$ cat config.mk
export PLATFORM = sky130hd
export DESIGN_NAME = bwr_scale_div
export DESIGN_NICKNAME = d
export VERILOG_FILES = /design/src/hw/rtl/assert_macros.svh /design/src/hw/rtl/bwr_pkg.sv /design/src/hw/rtl/bwr_scale_div.sv
export SDC_FILE = /design/constraint.sdc
export NUM_CORES = 2
export LEC_CHECK = 0
export ABC_CLOCK_PERIOD_IN_PS = 11400
export CAP_MARGIN = 20
export CORE_MARGIN = 2
export CORE_UTILIZATION = 50
export DETAILED_ROUTE_END_ITERATION = 8
export DONT_BUFFER_PORTS = 1
export SETUP_SLACK_MARGIN = 0.05
export SYNTH_ARGS = -nofsm -noshare
export SYNTH_HDL_FRONTEND = slang
export SYNTH_SLANG_ARGS = --single-unit
$ cat constraint.sdc
create_clock -name clk -period 11.4 [get_ports clk]
set_clock_uncertainty 0.2 [all_clocks]
set_input_delay 2.28 -clock clk [delete_from_list [all_inputs] [get_ports clk]]
set_output_delay 2.28 -clock clk [all_outputs]
set_load 0.01 [all_outputs]
$ cat src/hw/rtl/assert_macros.svh
// assertion macros shared by the rtl
`ifndef ASSERT_MACROS_SVH
`define ASSERT_MACROS_SVH
`ifndef NO_ASSERTIONS
`define BWR_ASSERT_IMP(lbl, ante, cons, msg) \
	lbl: assert property (@(posedge clk) disable iff (!arst_n) (ante) |-> (cons)) \
		else $error(msg);
`define BWR_ASSERT_NXT(lbl, ante, cons, msg) \
	lbl: assert property (@(posedge clk) disable iff (!arst_n) (ante) |=> (cons)) \
		else $error(msg);
`else
`define BWR_ASSERT_IMP(lbl, ante, cons, msg)
`define BWR_ASSERT_NXT(lbl, ante, cons, msg)
`endif
`endif

$ cat src/hw/rtl/bwr_pkg.sv
// types, constants and arithmetic helpers of the buoyancy wrench core
package bwr_pkg;

	localparam int DIV_STEPS = 32;
	localparam logic [19:0] GRAVITY_Q16 = 20'd642908;

	typedef enum logic [2:0] {
		CFG_COMP_RATIO,
		CFG_ADD_FX,
		CFG_ADD_FY,
		CFG_ADD_FZ,
		CFG_OFF_X,
		CFG_OFF_Y,
		CFG_OFF_Z,
		CFG_HEIGHT_LIMIT
	} cfg_idx_t;

	typedef enum logic [1:0] {
		ST_OK         = 2'd0,
		ST_SAT        = 2'd1,
		ST_LIMIT_ZERO = 2'd2
	} status_t;

	typedef struct packed {
		logic valid;
		logic above;
		logic full;
	} div_ctl_t;

	typedef struct packed {
		logic               clip;
		logic signed [31:0] val;
	} sat_t;

	function automatic sat_t sat32(input logic signed [56:0] v);
		sat_t r;
		r.clip = !((&v[56:31]) || (~|v[56:31]));
		if (r.clip) begin
			r.val = v[56] ? 32'sh80000000 : 32'sh7fffffff;
		end else begin
			r.val = v[31:0];
		end
		return r;
	endfunction

	// floor(a*b / 2^30) on q2.30 quaternion parts
	function automatic logic signed [33:0] mul_q30(input logic signed [31:0] a,
			input logic signed [31:0] b);
		logic signed [63:0] p;
		p = 64'(a) * 64'(b);
		return p[63:30];
	endfunction

	function automatic logic signed [37:0] mul_rot(input logic signed [35:0] r,
			input logic signed [31:0] o);
		logic signed [67:0] p;
		p = 68'(r) * 68'(o);
		return p[67:30];
	endfunction

	function automatic logic signed [39:0] mul_scale(input logic signed [38:0] f,
			input logic [31:0] s);
		logic signed [71:0] p;
		p = 72'(f) * 72'(signed'({1'b0, s}));
		return p[71:32];
	endfunction

	function automatic logic signed [55:0] mul_mom(input logic signed [39:0] o,
			input logic signed [31:0] f);
		logic signed [71:0] p;
		p = 72'(o) * 72'(f);
		return p[71:16];
	endfunction

endpackage

$ cat src/hw/rtl/bwr_scale_div.sv
// pipelined restoring divider for the depth scale, one quotient bit per stage
module bwr_scale_div (
	input  logic                clk,
	input  logic                arst_n,
	input  logic                en,
	input  bwr_pkg::div_ctl_t   ctl_in,
	input  logic [31:0]         d_in,
	input  logic [30:0]         lim,
	output bwr_pkg::div_ctl_t   ctl_out,
	output logic [31:0]         scale
);

	bwr_pkg::div_ctl_t ctl_s [1:bwr_pkg::DIV_STEPS];
	logic [31:0]       rem_s [1:bwr_pkg::DIV_STEPS];
	logic [31:0]       q_s   [1:bwr_pkg::DIV_STEPS];

	for (genvar i = 0; i < bwr_pkg::DIV_STEPS; i++) begin : g_step
		bwr_pkg::div_ctl_t ctl_prev;
		logic [31:0]       q_prev;
		logic [31:0]       trial;
		logic              geq;

		if (i == 0) begin : g_first
			assign ctl_prev = ctl_in;
			assign q_prev   = '0;
			assign trial    = d_in;
		end else begin : g_rest
			assign ctl_prev = ctl_s[i];
			assign q_prev   = q_s[i];
			assign trial    = {rem_s[i][30:0], 1'b0};
		end

		assign geq = trial >= {1'b0, lim};

		always_ff @(posedge clk or negedge arst_n) begin
			if (!arst_n) begin
				ctl_s[i+1] <= '0;
			end else if (en) begin
				ctl_s[i+1] <= ctl_prev;
			end
		end

		always_ff @(posedge clk) begin
			if (en) begin
				rem_s[i+1] <= geq ? trial - {1'b0, lim} : trial;
				q_s[i+1]   <= {q_prev[30:0], geq};
			end
		end
	end

	assign ctl_out = ctl_s[bwr_pkg::DIV_STEPS];
	assign scale   = ctl_s[bwr_pkg::DIV_STEPS].above ? '0 : q_s[bwr_pkg::DIV_STEPS];

endmodule

==> summary.md <==
| Metric | Value |
|---|---|
| Status | `finished, violations left` |
| Violated checks | `slew limit` |
| Vias in the first global route | `74300` |
| Worst-case clock buffer depth | `3` |
| Synth Register Bits | `1585` |
| EDFF count, synth | `1489` |
| Die width | `463 um` |
| Cell area power density | `316 nW/um2` |
| Critical path data required time | `11800 ps` |
| Die ar. | `215000 um2` |
| Fmax | `158 MHz` |
| Final setup fails | `0` |
| Worst-path cell chain | `inv_2 > buf_4 > ha_1 > a21o_1 > a21oi_1 > nor2_1 > o31ai_1 > o21ai_0 > o21ai_0 > a21oi_1 > o21ai_0 > nand3_2 > mux2_2` |
| CTS tree | `built` |
| Total core area | `210000 um2` |
| Num CTS Buffers | `182` |
| Comb power frac | `52.1%` |
| Place WS | `4140 ps` |
| Async S/R FF share, synth | `6.06%` |
| GRT busiest layer | `met2` |
| Highest net fanout along the worst path | `45` |
| Seq pwr share | `31.1%` |
| Met3 Use GR | `3.22%` |
| Total number of vias | `77000` |
| Sequential element share of the synthesized area | `44.7%` |
| Area Growth Syn to Fin | `9.32%` |
| Final Cycle Share | `55.6%` |
| Area occupied by multi-input gates | `56700 um2` |
| IO Port Bufs | `0` |
| Post-DR vias/cell | `5.97` |
| Pre-antenna DRT Iters | `8` |
| Ys Warns | `0` |
| Clock power share | `16.7%` |
| Setup TNS | `0 ps` |
| Final worst slack | `5060 ps` |
| Post-CTS Setup Repair Bufs | `0` |
| Routed Antenna Nets | `0` |
| Hold depth | `0` |
| All-layer global routing usage | `24.9%` |
| Psw | `14.6 mW` |
| Largest net degree at the start of global routing | `221` |
| GRT met2 Usage | `40.7%` |
| Critical path type | `primary input to register` |
| Share of cells above drive strength 1 | `9.74%` |
| Routed WL | `274000 um` |
| Max Cap Viol | `0` |
| Mapped Cells | `9915` |
| Syn Area/Cell | `10.6 um2` |
| Fin crit period | `6340 ps` |
| Max VDD drop | `0.188 mV` |
| Starting DRT DRC Count | `5759` |
| Crit path top cell by count | `o21ai_0` |
| Reg2Reg Depth | `12` |
| DP Wirelength | `194000 um` |
| Ys flop type | `edfxtp_1` |
| Max stage delay on crit path | `890 ps` |
| Max Transition Viols Final | `55` |
| Fin nets | `11000` |
| First-pass GRT wire length | `421000 um` |
| Gp weighted congestion | `0.920` |
| Tightest Pin Transition | `1540 ps` |
| Int Pwr | `21.8 mW` |
| H-tree depth | `4` |
| Residual DRC count | `0` |
| Switching share of power | `40.2%` |
| Setup crit start kind | `primary input` |
| Clk slew on worst S/H paths | `60 ps` |
| Die Y | `463 um` |
| Synthesized cell area | `105000 um2` |
| Wire per inst | `21.3 um` |
| Filler cells | `18000` |
| Initial antenna violation count | `5` |
| Root Driver | `clkbuf_16` |
| Worst Path Arrival | `6740 ps` |
| Starting Density | `50.3%` |
| Sink Count | `1585` |
| I/O pin count | `104` |
| Post-CTS Resized | `0` |
| Global route overflow | `0` |
| Met1 GRT Util | `33.9%` |
| CTS Hold Buffers Added | `0` |
| Fin. Hold Viols | `0` |
| Clock Latency Late Sink | `850 ps` |
| RSZ-0062 raised after global routing | `no` |
| Critical Path Sink Type | `register` |
| Row count | `168` |
| Worst min path class | `register to register` |
| Leakage | `46.0 nW` |
| Storage element area | `47100 um2` |
| Synth cell types | `95` |
| Post-Synthesis Net Count | `11000` |
| R2R Setup Slk | `6740 ps` |
| Max stage delay cell, worst path | `nand3_2` |
| Normalized max-slew margin | `-2.59%` |
## path summary, 6_finish.rpt
check	from	end
worst max-delay path	lim[2]	rem_s[0][476]$_DFFE_PP_
worst min-delay path	q_s[0][972]$_DFFE_PP_	q_s[0][1005]$_DFFE_PP_
worst min register to register	q_s[0][972]$_DFFE_PP_	q_s[0][1005]$_DFFE_PP_
worst max register to register	rem_s[0][672]$_SDFFCE_PN0P_	rem_s[0][705]$_DFFE_PP_
max in group asynchronous	arst_n	ctl_s[82]$_DFFE_PN0P_
min in group asynchronous	arst_n	ctl_s[29]$_DFFE_PN0P_
## cell usage after synthesis (all sizes together), types with 73 or more instances
library cell | instances | area, um2
a21oi | 1022 | 5120
a211oi | 76 | 598
inv | 241 | 905
mux2 | 496 | 5590
nand2b | 113 | 707
dfrtp | 96 | 2400
clkbuf | 198 | 743
xnor2 | 489 | 4280
a31oi | 104 | 651
nand3 | 148 | 741
ha | 991 | 12400
o21a | 126 | 946
nor2 | 673 | 2530
xor2 | 349 | 3060
nand4 | 133 | 832
nand2 | 718 | 2700
a21o | 519 | 3900
nor3 | 115 | 586
o21bai | 101 | 758
nor2b | 152 | 951
edfxtp | 1489 | 44700
o21ai | 758 | 3790
and3 | 73 | 467
## logic make-up after synthesis
kind of cell	Yosys count	synth area share [%]
XOR/XNOR	838	6.96
flip-flops	1585	44.7
AO/OA/AOI/OAI	3117	18.3
AND/OR/NAND/NOR	2349	10.5
adder cells (fa/ha/maj)	1022	12.3
buffers and inverters	502	1.87
multiplexers	502	5.35
## critical path, delay by kind of cell
kind | cells | cell delay [ps]
AO/OA/AOI/OAI | 7 | 1750
adder cells (fa/ha/maj) | 1 | 380
buffers and inverters | 2 | 690
multiplexers | 1 | 600
AND/OR/NAND/NOR | 2 | 980
## stage by stage
stage	power [mW]	cells	util [%]	area, um2	hold slack, ps
2_1_floorplan	25.5	9915	-	105000	200
3_3_place_gp	29.9	12500	52.0	109000	200
3_5_place_dp	30.1	12500	52.0	109000	205
4_1_cts	36.5	12900	55.0	115000	193
5_1_grt	39.2	12900	55.0	115000	215
6_report	36.4	12900	55.0	115000	199
## registers in the layout, indices dropped and copies added, names as in the netlist
name	flops
ctl_out	3
q_s	528
ctl_s	93
rem_s	961
## metal layers
layer  vias up  wire length (um)
li1      37600                 -
met1     37100            124000
met2      1843            127000
met3       443             13400
met4         0              9750
met5         -                 0
## power by group through the flow
stage	clock, mW	sequential [mW]	combinational, mW
final	6.09	11.3	19.0
after global routing	6.49	11.5	21.2
after CTS	6.25	11.3	18.9
after detailed placement	0	11.4	18.7
after global placement	0	11.5	18.4
after floorplan	0	10.5	15.0
## cells in the final DEF, fill, tap and decap left out, types with 23 or more instances in the layout
cell       instances
clkinv_1          31
clkinv_2          26
ha_1             991
nand2b_1         113
a211o_1           23
nand4_1          133
a21boi_0          29
o21ai_1           33
a21oi_1         1016
o211ai_1          41
nand3_1          146
nor3_1           113
dfrtp_1           95
edfxtp_1        1489
bufinv_16         23
and2_1            46
a211oi_1          71
inv_1            210
fa_1              31
nor2_1           673
clkbuf_1          34
o31ai_1           65
o21ai_0          720
nor4_1            29
xnor2_1          489
o21bai_1         101
or2_2             30
a31oi_1          102
inv_2             29
and3_1            71
o21a_1           125
nand2_1          718
buf_4             76
xor2_1           349
clkbuf_16        185
mux2_2           480
or3_1             41
a21o_1           519
nor2b_1          152
## cell type report
type	count	area share, %
diodes	2	0.00434
well taps	2805	3.04
clock buffers	223	4.17
multi-input cells	7828	49.1
inverters	241	0.789
flip-flops and latches	1585	40.9
clock inverters	116	1.25
repair buffers	89	0.751
Note: power is estimated with default switching activity, not from simulation.
